--- src/hdl/crc32dku_pkg.sv ---
// Shared types, constants and CRC helpers for the device key unlock checker.
package crc32dku_pkg;

	localparam int ID_BYTES      = 16;
	localparam int SECRET_ROW_N  = 3;
	localparam int SECRET_LEN    = 16;
	localparam int SEL_W         = 3;
	localparam int BYTE_IDX_W    = 6;
	localparam int CFG_IDX_W     = 1;

	localparam logic [31:0] CRC_POLY     = 32'hEDB8_8320;
	localparam logic [31:0] CRC_ALL_ONES = 32'hFFFF_FFFF;

	localparam logic [CFG_IDX_W-1:0] CFG_ID_LOW  = 1'b0;
	localparam logic [CFG_IDX_W-1:0] CFG_ID_HIGH = 1'b1;

	localparam logic [1:0] MODE_SUBMIT  = 2'd0;
	localparam logic [1:0] MODE_RECHECK = 2'd1;

	localparam logic [7:0] SECRET_ROWS [SECRET_ROW_N][SECRET_LEN] = '{
		'{8'hAB, 8'h48, 8'h90, 8'hC4, 8'h55, 8'hA1, 8'h5C, 8'hF1,
		  8'h11, 8'h2F, 8'h03, 8'h43, 8'h15, 8'h6B, 8'hD7, 8'hF8},
		'{8'h12, 8'h34, 8'h56, 8'h78, 8'h90, 8'hAB, 8'hCD, 8'hEF,
		  8'h10, 8'h02, 8'h30, 8'h04, 8'h50, 8'h06, 8'h70, 8'h08},
		'{8'hAB, 8'h48, 8'h90, 8'hC4, 8'h55, 8'hA1, 8'h5C, 8'hF1,
		  8'h11, 8'h2F, 8'h03, 8'h43, 8'h15, 8'h6B, 8'hD7, 8'hF9}
	};

	typedef enum logic [3:0] {
		DP_NOP,
		DP_INIT,
		DP_ID,
		DP_SAVE_PREFIX,
		DP_SECRET,
		DP_EXPECT,
		DP_SUBMIT,
		DP_RELOAD,
		DP_CHECK,
		DP_LOAD_OUT
	} dp_op_t;

	typedef struct packed {
		dp_op_t                op;
		logic                  latch;
		logic [SEL_W-1:0]      sel;
		logic [BYTE_IDX_W-1:0] byte_idx;
	} dp_cmd_t;

	typedef struct packed {
		logic [1:0]       mode;
		logic             bad;
		logic [SEL_W-1:0] item_sel;
	} dp_status_t;

	function automatic logic [7:0] secret_byte(input logic [SEL_W-1:0] row,
		input logic [BYTE_IDX_W-1:0] idx);
		logic [7:0] b;
		b = 8'h00;
		if (row < SEL_W'(SECRET_ROW_N) && idx < BYTE_IDX_W'(SECRET_LEN)) begin
			b = SECRET_ROWS[row[1:0]][idx[3:0]];
		end
		return b;
	endfunction

	function automatic logic [31:0] crc_byte(input logic [31:0] crc_in, input logic [7:0] b);
		logic [31:0] c;
		c = crc_in ^ {24'h000000, b};
		for (int k = 0; k < 8; k++) begin
			c = c[0] ? ((c >> 1) ^ CRC_POLY) : (c >> 1);
		end
		return c;
	endfunction

endpackage

--- src/hdl/crc32dku_datapath.sv ---
// Datapath: device ID registers, byte-wide CRC engine, stored keys, flags, result register.
module crc32dku_datapath #(
	parameter int KEY_TYPES    = 3
) (
	input  logic                                 clk,
	input  logic                                 arst_n,
	input  logic                                 cfg_we,
	input  logic [crc32dku_pkg::CFG_IDX_W-1:0]   cfg_index,
	input  logic [63:0]                          cfg_data,
	input  logic [1:0]                           mode,
	input  logic [1:0]                           key_type,
	input  logic [31:0]                          key_value,
	input  crc32dku_pkg::dp_cmd_t                cmd,
	output crc32dku_pkg::dp_status_t             status,
	output logic [31:0]                          expected_key,
	output logic [31:0]                          stored_key,
	output logic                                 key_matches,
	output logic [2:0]                           unlock_flags,
	output logic                                 bad_type
);

	localparam int TW = (KEY_TYPES > 1) ? $clog2(KEY_TYPES) : 1;

	logic [63:0]          id_low_q;
	logic [63:0]          id_high_q;
	logic [1:0]           mode_q;
	logic [1:0]           type_q;
	logic [31:0]          key_q;
	logic [31:0]          crc_q;
	logic [31:0]          prefix_q;
	logic [31:0]          exp_q;
	logic [31:0]          saved_q [KEY_TYPES];
	logic [KEY_TYPES-1:0] flags_q;
	logic [31:0]          out_exp_q;
	logic [31:0]          out_stored_q;
	logic                 out_match_q;
	logic [2:0]           out_flags_q;
	logic                 out_bad_q;

	logic                 bad;
	logic [TW-1:0]        sel;
	logic [127:0]         id_all;
	logic [7:0]           id_byte;
	logic [7:0]           sec_byte;
	logic [7:0]           flags_pad;

	assign bad       = ({1'b0, type_q} >= 3'(KEY_TYPES > 4 ? 4 : KEY_TYPES));
	assign sel       = cmd.sel[TW-1:0];
	assign id_all    = {id_high_q, id_low_q};
	assign id_byte   = id_all[8*cmd.byte_idx[3:0] +: 8];
	assign sec_byte  = crc32dku_pkg::secret_byte(cmd.sel, cmd.byte_idx);
	assign flags_pad = 8'(flags_q);

	assign status.mode     = mode_q;
	assign status.bad      = bad;
	assign status.item_sel = bad ? '0 : crc32dku_pkg::SEL_W'(type_q);

	always_ff @(posedge clk or negedge arst_n) begin
		if (!arst_n) begin
			id_low_q  <= '0;
			id_high_q <= '0;
		end else if (cfg_we) begin
			case (cfg_index)
				crc32dku_pkg::CFG_ID_LOW:  id_low_q  <= cfg_data;
				crc32dku_pkg::CFG_ID_HIGH: id_high_q <= cfg_data;
				default: ;
			endcase
		end
	end

	always_ff @(posedge clk) begin
		if (cmd.latch) begin
			mode_q <= mode;
			type_q <= key_type;
			key_q  <= key_value;
		end
	end

	always_ff @(posedge clk) begin
		case (cmd.op)
			crc32dku_pkg::DP_INIT:        crc_q    <= crc32dku_pkg::CRC_ALL_ONES;
			crc32dku_pkg::DP_ID:          crc_q    <= crc32dku_pkg::crc_byte(crc_q, id_byte);
			crc32dku_pkg::DP_SAVE_PREFIX: prefix_q <= crc_q;
			crc32dku_pkg::DP_SECRET:      crc_q    <= crc32dku_pkg::crc_byte(crc_q, sec_byte);
			crc32dku_pkg::DP_EXPECT:      exp_q    <= ~crc_q;
			crc32dku_pkg::DP_RELOAD:      crc_q    <= prefix_q;
			crc32dku_pkg::DP_LOAD_OUT: begin
				out_exp_q    <= bad ? 32'h0 : exp_q;
				out_stored_q <= bad ? 32'h0 : saved_q[sel];
				out_match_q  <= bad ? 1'b0 : flags_q[sel];
				out_flags_q  <= flags_pad[2:0];
				out_bad_q    <= bad;
			end
			default: ;
		endcase
	end

	always_ff @(posedge clk or negedge arst_n) begin
		if (!arst_n) begin
			flags_q <= '0;
			for (int i = 0; i < KEY_TYPES; i++) begin
				saved_q[i] <= '0;
			end
		end else begin
			case (cmd.op)
				crc32dku_pkg::DP_SUBMIT: begin
					saved_q[sel] <= key_q;
					flags_q[sel] <= (key_q == exp_q);
				end
				crc32dku_pkg::DP_CHECK: flags_q[sel] <= (saved_q[sel] == ~crc_q);
				default: ;
			endcase
		end
	end

	assign expected_key = out_exp_q;
	assign stored_key   = out_stored_q;
	assign key_matches  = out_match_q;
	assign unlock_flags = out_flags_q;
	assign bad_type     = out_bad_q;

endmodule

--- src/hdl/crc32dku_ctrl.sv ---
// Controller: sequences the CRC passes, the key update and the result beat.
module crc32dku_ctrl #(
	parameter int KEY_TYPES    = 3,
	parameter int SECRET_BYTES = 16
) (
	input  logic                     clk,
	input  logic                     arst_n,
	input  logic                     in_valid,
	output logic                     in_stall,
	output logic                     out_valid,
	input  logic                     out_stall,
	input  crc32dku_pkg::dp_status_t status,
	output crc32dku_pkg::dp_cmd_t    cmd
);

	localparam int TW = (KEY_TYPES > 1) ? $clog2(KEY_TYPES) : 1;
	localparam int CW = (SECRET_BYTES > crc32dku_pkg::ID_BYTES) ? $clog2(SECRET_BYTES) : 4;

	typedef enum logic [3:0] {
		S_IDLE,
		S_DECODE,
		S_PREFIX,
		S_SAVE,
		S_SECRET,
		S_EXPECT,
		S_SUBMIT,
		S_RELOAD,
		S_RSECRET,
		S_CHECK,
		S_OUTPUT
	} state_t;

	state_t        state_q;
	logic [CW-1:0] cnt_q;
	logic [TW-1:0] sel_q;
	logic          out_valid_q;

	logic          accept;
	logic          out_free;
	logic          id_last;
	logic          sec_last;
	logic          type_last;

	assign accept    = in_valid && (state_q == S_IDLE);
	assign out_free  = !out_valid_q || !out_stall;
	assign id_last   = (cnt_q == CW'(crc32dku_pkg::ID_BYTES - 1));
	assign sec_last  = (cnt_q == CW'(SECRET_BYTES - 1));
	assign type_last = (sel_q == TW'(KEY_TYPES - 1));

	assign in_stall  = (state_q != S_IDLE);
	assign out_valid = out_valid_q;

	always_comb begin
		cmd.latch    = accept;
		cmd.sel      = crc32dku_pkg::SEL_W'(sel_q);
		cmd.byte_idx = crc32dku_pkg::BYTE_IDX_W'(cnt_q);
		case (state_q)
			S_DECODE:  cmd.op = crc32dku_pkg::DP_INIT;
			S_PREFIX:  cmd.op = crc32dku_pkg::DP_ID;
			S_SAVE:    cmd.op = crc32dku_pkg::DP_SAVE_PREFIX;
			S_SECRET:  cmd.op = crc32dku_pkg::DP_SECRET;
			S_EXPECT:  cmd.op = crc32dku_pkg::DP_EXPECT;
			S_SUBMIT:  cmd.op = crc32dku_pkg::DP_SUBMIT;
			S_RELOAD:  cmd.op = crc32dku_pkg::DP_RELOAD;
			S_RSECRET: cmd.op = crc32dku_pkg::DP_SECRET;
			S_CHECK:   cmd.op = crc32dku_pkg::DP_CHECK;
			S_OUTPUT:  cmd.op = out_free ? crc32dku_pkg::DP_LOAD_OUT : crc32dku_pkg::DP_NOP;
			default:   cmd.op = crc32dku_pkg::DP_NOP;
		endcase
	end

	always_ff @(posedge clk or negedge arst_n) begin
		if (!arst_n) begin
			state_q     <= S_IDLE;
			cnt_q       <= '0;
			sel_q       <= '0;
			out_valid_q <= 1'b0;
		end else begin
			if (state_q == S_OUTPUT && out_free) begin
				out_valid_q <= 1'b1;
			end else if (out_valid_q && !out_stall) begin
				out_valid_q <= 1'b0;
			end
			case (state_q)
				S_IDLE: begin
					if (accept) begin
						state_q <= S_DECODE;
					end
				end
				S_DECODE: begin
					cnt_q   <= '0;
					sel_q   <= status.item_sel[TW-1:0];
					state_q <= status.bad ? S_OUTPUT : S_PREFIX;
				end
				S_PREFIX: begin
					cnt_q <= id_last ? '0 : cnt_q + 1'b1;
					if (id_last) begin
						state_q <= S_SAVE;
					end
				end
				S_SAVE: begin
					state_q <= S_SECRET;
				end
				S_SECRET: begin
					cnt_q <= sec_last ? '0 : cnt_q + 1'b1;
					if (sec_last) begin
						state_q <= S_EXPECT;
					end
				end
				S_EXPECT: begin
					if (status.mode == crc32dku_pkg::MODE_SUBMIT) begin
						state_q <= S_SUBMIT;
					end else if (status.mode == crc32dku_pkg::MODE_RECHECK) begin
						sel_q   <= '0;
						state_q <= S_RELOAD;
					end else begin
						state_q <= S_OUTPUT;
					end
				end
				S_SUBMIT: begin
					state_q <= S_OUTPUT;
				end
				S_RELOAD: begin
					cnt_q   <= '0;
					state_q <= S_RSECRET;
				end
				S_RSECRET: begin
					cnt_q <= sec_last ? '0 : cnt_q + 1'b1;
					if (sec_last) begin
						state_q <= S_CHECK;
					end
				end
				S_CHECK: begin
					if (type_last) begin
						sel_q   <= status.item_sel[TW-1:0];
						state_q <= S_OUTPUT;
					end else begin
						sel_q   <= sel_q + 1'b1;
						state_q <= S_RELOAD;
					end
				end
				S_OUTPUT: begin
					if (out_free) begin
						state_q <= S_IDLE;
					end
				end
				default: state_q <= S_IDLE;
			endcase
		end
	end

	a_accept_decode: assert property (@(posedge clk) disable iff (!arst_n)
		in_valid && !in_stall |=> state_q == S_DECODE)
		else $error("accepted beat did not start decode");

	a_output_beat: assert property (@(posedge clk) disable iff (!arst_n)
		state_q == S_OUTPUT && out_free |=> out_valid_q && state_q == S_IDLE)
		else $error("result beat not presented");

	a_check_sel: assert property (@(posedge clk) disable iff (!arst_n)
		state_q == S_CHECK |-> sel_q <= TW'(KEY_TYPES - 1))
		else $error("recheck type index out of range");

	a_busy_stall: assert property (@(posedge clk) disable iff (!arst_n)
		state_q != S_IDLE |-> in_stall)
		else $error("input taken while busy");

endmodule

--- src/hdl/crc32_device_key_unlock_top.sv ---
// Top level of the CRC-32 device key unlock checker.
// Use: write device_id_low (index 0) and device_id_high (index 1) on the cfg
// channel while idle; cfg_ready is always high. Each input beat (mode,
// key_type, key_value) yields exactly one result beat.
// Each item runs one byte of CRC per cycle through a single byte-wide engine:
// 16 device-ID bytes then SECRET_BYTES secret bytes for the addressed type.
// A submit stores key_value and its match flag for the addressed type; a query
// skips that step. A recheck reruns the secret bytes for every key type from
// the saved ID prefix and refreshes each unlock flag. A bad key_type skips the
// CRC passes and goes straight to the result. One item is in work at a time;
// in_stall is high from acceptance until the result is loaded.
// The result register frees the input side: a new item is accepted while the
// previous result waits. While out_stall is high the result holds, and a
// following item waits in its final step until the slot frees.
// Reset clears the device ID, stored keys and unlock flags, and drops out_valid.
module crc32_device_key_unlock_top #(
	parameter int KEY_TYPES    = 3,
	parameter int SECRET_BYTES = 16
) (
	input  logic                               clk,
	input  logic                               arst_n,
	input  logic                               cfg_valid,
	output logic                               cfg_ready,
	input  logic [crc32dku_pkg::CFG_IDX_W-1:0] cfg_index,
	input  logic [63:0]                        cfg_data,
	input  logic                               in_valid,
	output logic                               in_stall,
	input  logic [1:0]                         mode,
	input  logic [1:0]                         key_type,
	input  logic [31:0]                        key_value,
	output logic                               out_valid,
	input  logic                               out_stall,
	output logic [31:0]                        expected_key,
	output logic [31:0]                        stored_key,
	output logic                               key_matches,
	output logic [2:0]                         unlock_flags,
	output logic                               bad_type
);

	crc32dku_pkg::dp_cmd_t    cmd;
	crc32dku_pkg::dp_status_t status;

	assign cfg_ready = 1'b1;

	crc32dku_ctrl #(
		.KEY_TYPES    (KEY_TYPES),
		.SECRET_BYTES (SECRET_BYTES)
	) u_ctrl (
		.clk       (clk),
		.arst_n    (arst_n),
		.in_valid  (in_valid),
		.in_stall  (in_stall),
		.out_valid (out_valid),
		.out_stall (out_stall),
		.status    (status),
		.cmd       (cmd)
	);

	crc32dku_datapath #(
		.KEY_TYPES    (KEY_TYPES)
	) u_datapath (
		.clk          (clk),
		.arst_n       (arst_n),
		.cfg_we       (cfg_valid && cfg_ready),
		.cfg_index    (cfg_index),
		.cfg_data     (cfg_data),
		.mode         (mode),
		.key_type     (key_type),
		.key_value    (key_value),
		.cmd          (cmd),
		.status       (status),
		.expected_key (expected_key),
		.stored_key   (stored_key),
		.key_matches  (key_matches),
		.unlock_flags (unlock_flags),
		.bad_type     (bad_type)
	);

endmodule
--- config.mk ---
export PLATFORM = sky130hd
export DESIGN_NAME = crc32_device_key_unlock_top
export DESIGN_NICKNAME = d
export VERILOG_FILES = /design/src/hdl/crc32dku_pkg.sv /design/src/hdl/crc32dku_datapath.sv /design/src/hdl/crc32dku_ctrl.sv /design/src/hdl/crc32_device_key_unlock_top.sv
export SDC_FILE = /design/constraint.sdc
export NUM_CORES = 1
export LEC_CHECK = 0
export ABC_AREA = 1
export BUFFER_PORTS_ARGS = -buffer_cell sky130_fd_sc_hd__buf_2
export CORE_ASPECT_RATIO = 0.9
export CORE_MARGIN = 3
export CORE_UTILIZATION = 40
export CTS_BUF_LIST = sky130_fd_sc_hd__clkbuf_4 sky130_fd_sc_hd__clkbuf_8
export DETAILED_ROUTE_END_ITERATION = 8
export PLACE_DENSITY = 0.61
export SLEW_MARGIN = 20
export SYNTH_ARGS = -nofsm -noshare
export SYNTH_HDL_FRONTEND = slang
export SYNTH_SLANG_ARGS = --single-unit
--- constraint.sdc ---
create_clock -name clk -period 3.8 [get_ports clk]
set_input_delay 0.19 -clock clk [delete_from_list [all_inputs] [get_ports clk]]
set_output_delay 0.19 -clock clk [all_outputs]
set_load 0.02 [all_outputs]
---- After elaboration in Yosys (flattened, before gate mapping) ----
Cells that the tools add are included.
storage, ports and cells
  input port bits ......................... 106
  output and inout bits ................... 72
  flip-flop bits (word level) ............. 439
operators by class
  add/sub/neg operators ................... 2
  shifts and indexed selects .............. 1
  equality and inequality tests ........... 31
  magnitude comparators ................... 8
  bitwise operators ....................... 22
  reductions and logical operators ........ 24
  multiplexer cells ....................... 58
operator list
  operator                                                                 number
  32-bit two-way mux                                                       19
  128-bit binary-select mux with 2-bit select                              1
  128-bit two-way mux                                                      2
  13-bit inverter with 14-bit output                                       16
  32-bit one-hot mux with 4 select lines                                   1
  128-bit by 8-bit variable part select with 8-bit output                  1
  96-bit bitwise mux                                                       1
  32-bit binary-select mux with 2-bit select                               1
  32-bit demux with 2-bit select                                           1
  32-bit equality test                                                     2
  32-bit by 8-bit bitwise XOR with 32-bit output                           2
  4-bit two-way mux                                                        11
  4-bit one-hot mux with 11 select lines                                   1
  4-bit one-hot mux with 9 select lines                                    1
  8-bit binary-select mux with 4-bit select                                1
  4-bit by 3-bit equality test with 1-bit output, second input constant    8
  32-bit inverter                                                          1
  4-bit equality test, second input constant                               6
  8-bit two-way mux                                                        3
  4-bit by 2-bit equality test with 1-bit output, second input constant    4
  2-bit by 1-bit inequality test with 1-bit output, second input constant  6
  4-bit by 1-bit equality test with 1-bit output, second input constant    2
  2-bit two-way mux                                                        4
  4-bit one-hot mux with 2 select lines                                    1
  other kinds (35)                                                         50

---- Depth between registers and ports, before layout ----
  depth after elaboration ................. 26
  mapped depth ............................ 22
  depth with buffers taken out ............ 21

---- Modules after synthesis ----
From an unflattened synthesis, not the netlist that was laid out.
unflattened totals
  cells, all modules ...................... 2699
  area total of the unflattened synthesis .. 22346.4 µm²
modules (own cells, without submodules)
  module                       cells an instance  area an instance (µm²)  instances  sequential area each (µm²)
  crc32dku_datapath            2566               21494.4                 1          11716.2
  crc32dku_ctrl                131                840.8                   1          275.3
  crc32_device_key_unlock_top  2                  11.3                    1          0.0

---- Least setup slack after synthesis ----
OpenSTA, ideal clock, no wires.
  path kind ............................... register to register
  from .................................... register u_ctrl.state_q[1]
  to ...................................... register u_datapath.out_bad_q, in the netlist u_datapath.bad_type, enable pin
  arrival ................................. 3.566 ns
  data required time ...................... 3.304 ns
  path buffers ............................ 0
  stages on the path, launching flop included .. 5
  path slack .............................. -0.263 ns
  period minus slack after synthesis ...... 4.063 ns
  path through ............................ dfrtp_1 > inv_1 > nor2_1 > nand2_1 > nor2_1
between the ends
  word-level cells in the longest chain between the ends .. 4
  elaborated cells on any way between the ends .. 13
  those cells by class .................... eq/ne: 11; mux: 1; reduce/logical: 1
RTL lines
  what                                                                                          line                     text
  start: declaration                                                                            crc32dku_ctrl.sv:33      state_t state_q;
  start signal: assignment                                                                      crc32dku_ctrl.sv:93      state_q <= status.bad ? S_OUTPUT : S_PREFIX;
  4-bit by 3-bit equality test with 1-bit output / 4-bit equality test (equally long branches)  crc32dku_ctrl.sv:57      case (state_q)
  2-bit OR reduction (no line)                                                                  -
  4-bit one-hot mux with 9 select lines (*)                                                     crc32dku_ctrl.sv:57
  4-bit equality test (*)                                                                       crc32dku_datapath.sv:80  case (cmd.op)
  end signal: assignment                                                                        crc32dku_datapath.sv:92  out_bad_q <= bad;
  end: declaration                                                                              crc32dku_datapath.sv:38  logic out_bad_q;
Every way passes the cells marked *; elsewhere a longest branch is shown, timed or not.
A chain may end at the register's enable or synchronous reset.

---- Final worst setup path ----
  from .................................... register u_ctrl.cnt_q[0]
  to ...................................... register u_datapath.crc_q[17], data pin
between the ends
  word-level cells in the longest chain between the ends .. 19
  elaborated cells on any way between the ends .. 35
  those cells by class .................... order compare: 1; shift: 1; mux: 21; bitwise: 11; reduce/logical: 1
RTL lines
  what                                                                                              line                     text
  start: declaration                                                                                crc32dku_ctrl.sv:34      logic [CW-1:0] cnt_q;
  start signal: assignment                                                                          crc32dku_ctrl.sv:96      cnt_q <= id_last ? '0 : cnt_q + 1'b1;
  start signal: assignment                                                                          crc32dku_ctrl.sv:105     cnt_q <= sec_last ? '0 : cnt_q + 1'b1;
  start signal: assignment                                                                          crc32dku_ctrl.sv:128     cnt_q <= sec_last ? '0 : cnt_q + 1'b1;
  branches (longest 18 deep; another with 128-bit by 8-bit variable part select with 8-bit output)  -
  32-bit one-hot mux with 4 select lines (*)                                                        crc32dku_datapath.sv:80
  end signal: assignment                                                                            crc32dku_datapath.sv:81  crc32dku_pkg::DP_INIT: crc_q <= crc32dku_pkg::CRC_ALL_ONES;
  end signal: assignment                                                                            crc32dku_datapath.sv:82  crc32dku_pkg::DP_ID: crc_q <= crc32dku_pkg::crc_byte(crc_q, id_byte);
  end signal: assignment                                                                            crc32dku_datapath.sv:84  crc32dku_pkg::DP_SECRET: crc_q <= crc32dku_pkg::crc_byte(crc_q, sec_byte);
  end: declaration                                                                                  crc32dku_datapath.sv:29  logic [31:0] crc_q;
Every way passes the cells marked *. The select of a mux whose other input is x is not followed.

==> metrics.md <==
| Metric | Value |
|---|---|
| Setup ws final | `0.554 ns` |
| Die Span Y | `226 um` |
| EDFF count, synth | `201` |
| DRT antenna net count | `0` |
| DR WL met2 | `30.8 mm` |
| Ys flop type | `dfrtp_1` |
| Fin crit period | `3.25 ns` |
| Fmax | `0.308 GHz` |
| Die ar. | `56700 sq um` |
| Antenna violations before repair | `0` |
| Warnings, synthesis | `0` |
| Max VDD drop | `0.429 mV` |
| Synthesized area per cell | `8.52 sq um` |
| Cts bufs inserted | `75` |
| CTS tree | `done` |
| Layout overhead on the synthesized area | `20.3%` |
| Routed WL | `68.8 mm` |
| Share of layout cells above drive strength 1 | `0.144` |
| Synth cell types | `43` |
| Crit path launch type | `flop` |
| Vias per cell | `5.19` |
| # H-tree levels | `3` |
| Total track usage | `0.242` |
| Setup_tns | `0 ns` |
| # diodes | `0` |
| Met1 Routed Length | `30.8 mm` |
| Count of final setup violators | `0` |
| Maximum clock path buffer count | `3` |
| Seq/Total Area, Yosys | `0.556` |
| Slew @ Worst Pin | `0.947 ns` |
| DP Wirelength | `48.0 mm` |
| Number of global-route vias before repair | `18000` |
| DRT Pass-1 Iters | `5` |
| Post-synthesis cell count | `2531` |
| Port Buf Inserts | `176` |
| DR iter-0 viols | `2036` |
| IO Pins | `178` |
| Final Skew | `0.0340 ns` |
| CTS resizes | `0` |
| Worst EP required | `4.20 ns` |
| Largest net degree at the start of global routing | `129` |
| Routed WL per cell | `19.1 um` |
| Synth Net Count | `2638` |
| Synth Cell Area | `21600 sq um` |
| Post-synthesis register bit count | `439` |
| Clock latency on the worst-skew pair | `0.68 ns` |
| Nets | `2943` |
| Final Util | `0.488` |
| Drc violations | `0` |
| Slew headroom | `0.367` |
| Vias | `18600` |
| Count of pins over their slew limit | `0` |
| Design Power | `0.0229 W` |
| CP max FO | `40` |
| Final Hold Viols | `0` |
| Die Wd | `251 um` |
| Static Leak | `12.4 nW` |
| Fraction of registers with async set or reset after synthesis | `0.542` |
| Post-Place Setup Slack | `0.645 ns` |
| Met3 WL | `5.65 mm` |
| Post-CTS Setup Repair Bufs | `0` |
| Core ar. | `53200 sq um` |
| Worst Setup End Kind | `flop` |
| GPL Wtd Cong | `0.964` |
| Pwr per Cell Area | `882 nW/um^2` |
| RSZ-0062 raised after global routing | `no` |
| Hold-fix buffers at CTS | `103` |
| Post-Layout Cell Count | `3592` |
| Clock transition at path regs | `0.07 ns` |
| CP Class | `flop to flop` |
| Root Driver | `clkbuf_8` |
| Initial core utilization | `0.406` |
| Max Cap Viol | `0` |
| Clock sink count | `439` |
| First-pass GRT wire length | `105 mm` |
| Filler instances | `4997` |
| Status | `completed` |
| Top Metal Used | `met4` |
| Worst hold path class | `input pin to asynchronous set/reset pin` |
| Placed cell count | `3352` |
| CP arrival | `3.65 ns` |
| Tcrit/Tclk final | `0.854` |
| Gr ovfl total | `0` |
| Row count | `80` |
## cell usage in the layout, fill, tap and decap left out, drive strengths merged, types with 7 or more instances in the layout
cell type | synthesis | final
a21oi | 52 | 52
a22oi | 30 | 30
buf | 39 | 229
clkbuf | 65 | 114
clkinv | 3 | 19
dfrtp | 238 | 238
dlygate4sd3 | 0 | 103
edfxtp | 201 | 201
inv | 298 | 299
nand2 | 820 | 820
nand3 | 156 | 156
nand4 | 16 | 16
nor2 | 158 | 158
nor3 | 7 | 7
o211ai | 15 | 15
o21ai | 299 | 299
xnor2 | 26 | 26
xor2 | 72 | 72
## sequential cells by signal, indices dropped and copies added, names as in the netlist, 32 cells and up
register / cells
u_datapath.saved_q: 96
u_datapath.id_high_q: 64
u_datapath.id_low_q: 64
u_datapath.crc_q: 32
u_datapath.exp_q: 32
u_datapath.expected_key: 32
u_datapath.key_q: 32
u_datapath.prefix_q: 32
u_datapath.stored_key: 32
## cell families after synthesis
kind of cell | Yosys count | synth area share
XOR/XNOR | 98 | 0.0405
AND/OR/NAND/NOR | 1171 | 0.222
adder cells (fa/ha/maj) | 1 | 0.000580
other | 1 | 0.000174
flip-flops | 439 | 0.556
AO/OA/AOI/OAI | 416 | 0.104
buffers and inverters | 405 | 0.0768
## where the power goes
group	internal [W]	switching, W	total, W	leakage [nW]
combinational	0.00346	0.00798	0.0114	6.76
sequential	0.00628	0.000807	0.00708	4.88
clock	0.00235	0.00201	0.00436	0.806
total	0.0121	0.0108	0.0229	12.4
## path summary, 6_finish.rpt
check                                         start                       end  slack [ns]  depth (start not counted)
min in group clk                      key_value[16]      u_datapath.key_q[16]        0.23                          2
max in group asynchronous                    arst_n    u_datapath.saved_q[25]        2.69                          3
min reg2reg                u_datapath.id_high_q[25]  u_datapath.id_high_q[25]        0.48                          2
max reg2reg                         u_ctrl.cnt_q[0]      u_datapath.crc_q[17]        0.55                         15
min                                          arst_n     u_datapath.saved_q[6]        0.16                          2
max                                 u_ctrl.cnt_q[0]      u_datapath.crc_q[17]        0.55                         15
## layer usage
metal / global-route usage / vias to the layer above
met5: 0 / -
met4: 0.0660 / 0
met3: 0.0531 / 129
met2: 0.382 / 774
met1: 0.340 / 8919
li1: - / 8807
## critical path, cell delays in order (launching register included)
cell,delay (ns)
dfrtp_2,0.56
buf_4,0.46
nand2_1,0.10
o211ai_1,0.13
nand2_1,0.13
o21ai_1,0.21
nand2_1,0.07
nand2_1,0.07
nand2_2,0.16
inv_2,0.17
nand2_2,0.10
nand2_2,0.16
xor2_1,0.40
nand2_1,0.09
nand2_1,0.08
o21ai_1,0.05
## per-stage QoR
| step | hold WS, ns | instance area, sq um |
|---|---|---|
| 6_report | 0.158 | 25900 |
| 5_1_grt | 0.196 | 25900 |
| 4_1_cts | 0.165 | 25900 |
| 3_5_place_dp | 0.273 | 23300 |
| 3_3_place_gp | 0.287 | 23300 |
| 2_1_floorplan | -0.106 | 21600 |
## area by class of cell
cell class	count	area [sq um]	share of cell area
Multi-Input combinational cell	1687	8010	0.309
Clock inverter	22	144	0.00555
Inverter	301	1130	0.0437
Timing Repair Buffer	332	2400	0.0926
Clock buffer	114	1390	0.0535
Tap cell	697	872	0.0336
Sequential cell	439	12000	0.462
## cells in the mapped netlist, types with 5 or more instances
library cell / n / share of area
nand2_1: 795 / 0.14
inv_1: 289 / 0.050
o21ai_0: 285 / 0.066
dfrtp_1: 238 / 0.28
edfxtp_1: 201 / 0.28
nand3_1: 155 / 0.036
nor2_1: 152 / 0.026
xor2_1: 70 / 0.028
clkbuf_1: 65 / 0.011
a21oi_1: 52 / 0.012
a22oi_1: 30 / 0.010
xnor2_1: 26 / 0.011
nand2_2: 24 / 0.0070
buf_2: 17 / 0.0039
nand4_1: 16 / 0.0046
o211ai_1: 15 / 0.0052
o21ai_1: 14 / 0.0032
buf_4: 12 / 0.0042
buf_6: 9 / 0.0047
inv_2: 8 / 0.0014
nor3_1: 7 / 0.0016
nand3b_1: 6 / 0.0021
o2111ai_1: 5 / 0.0020
No activity file was read; power rests on OpenSTA's default activity.
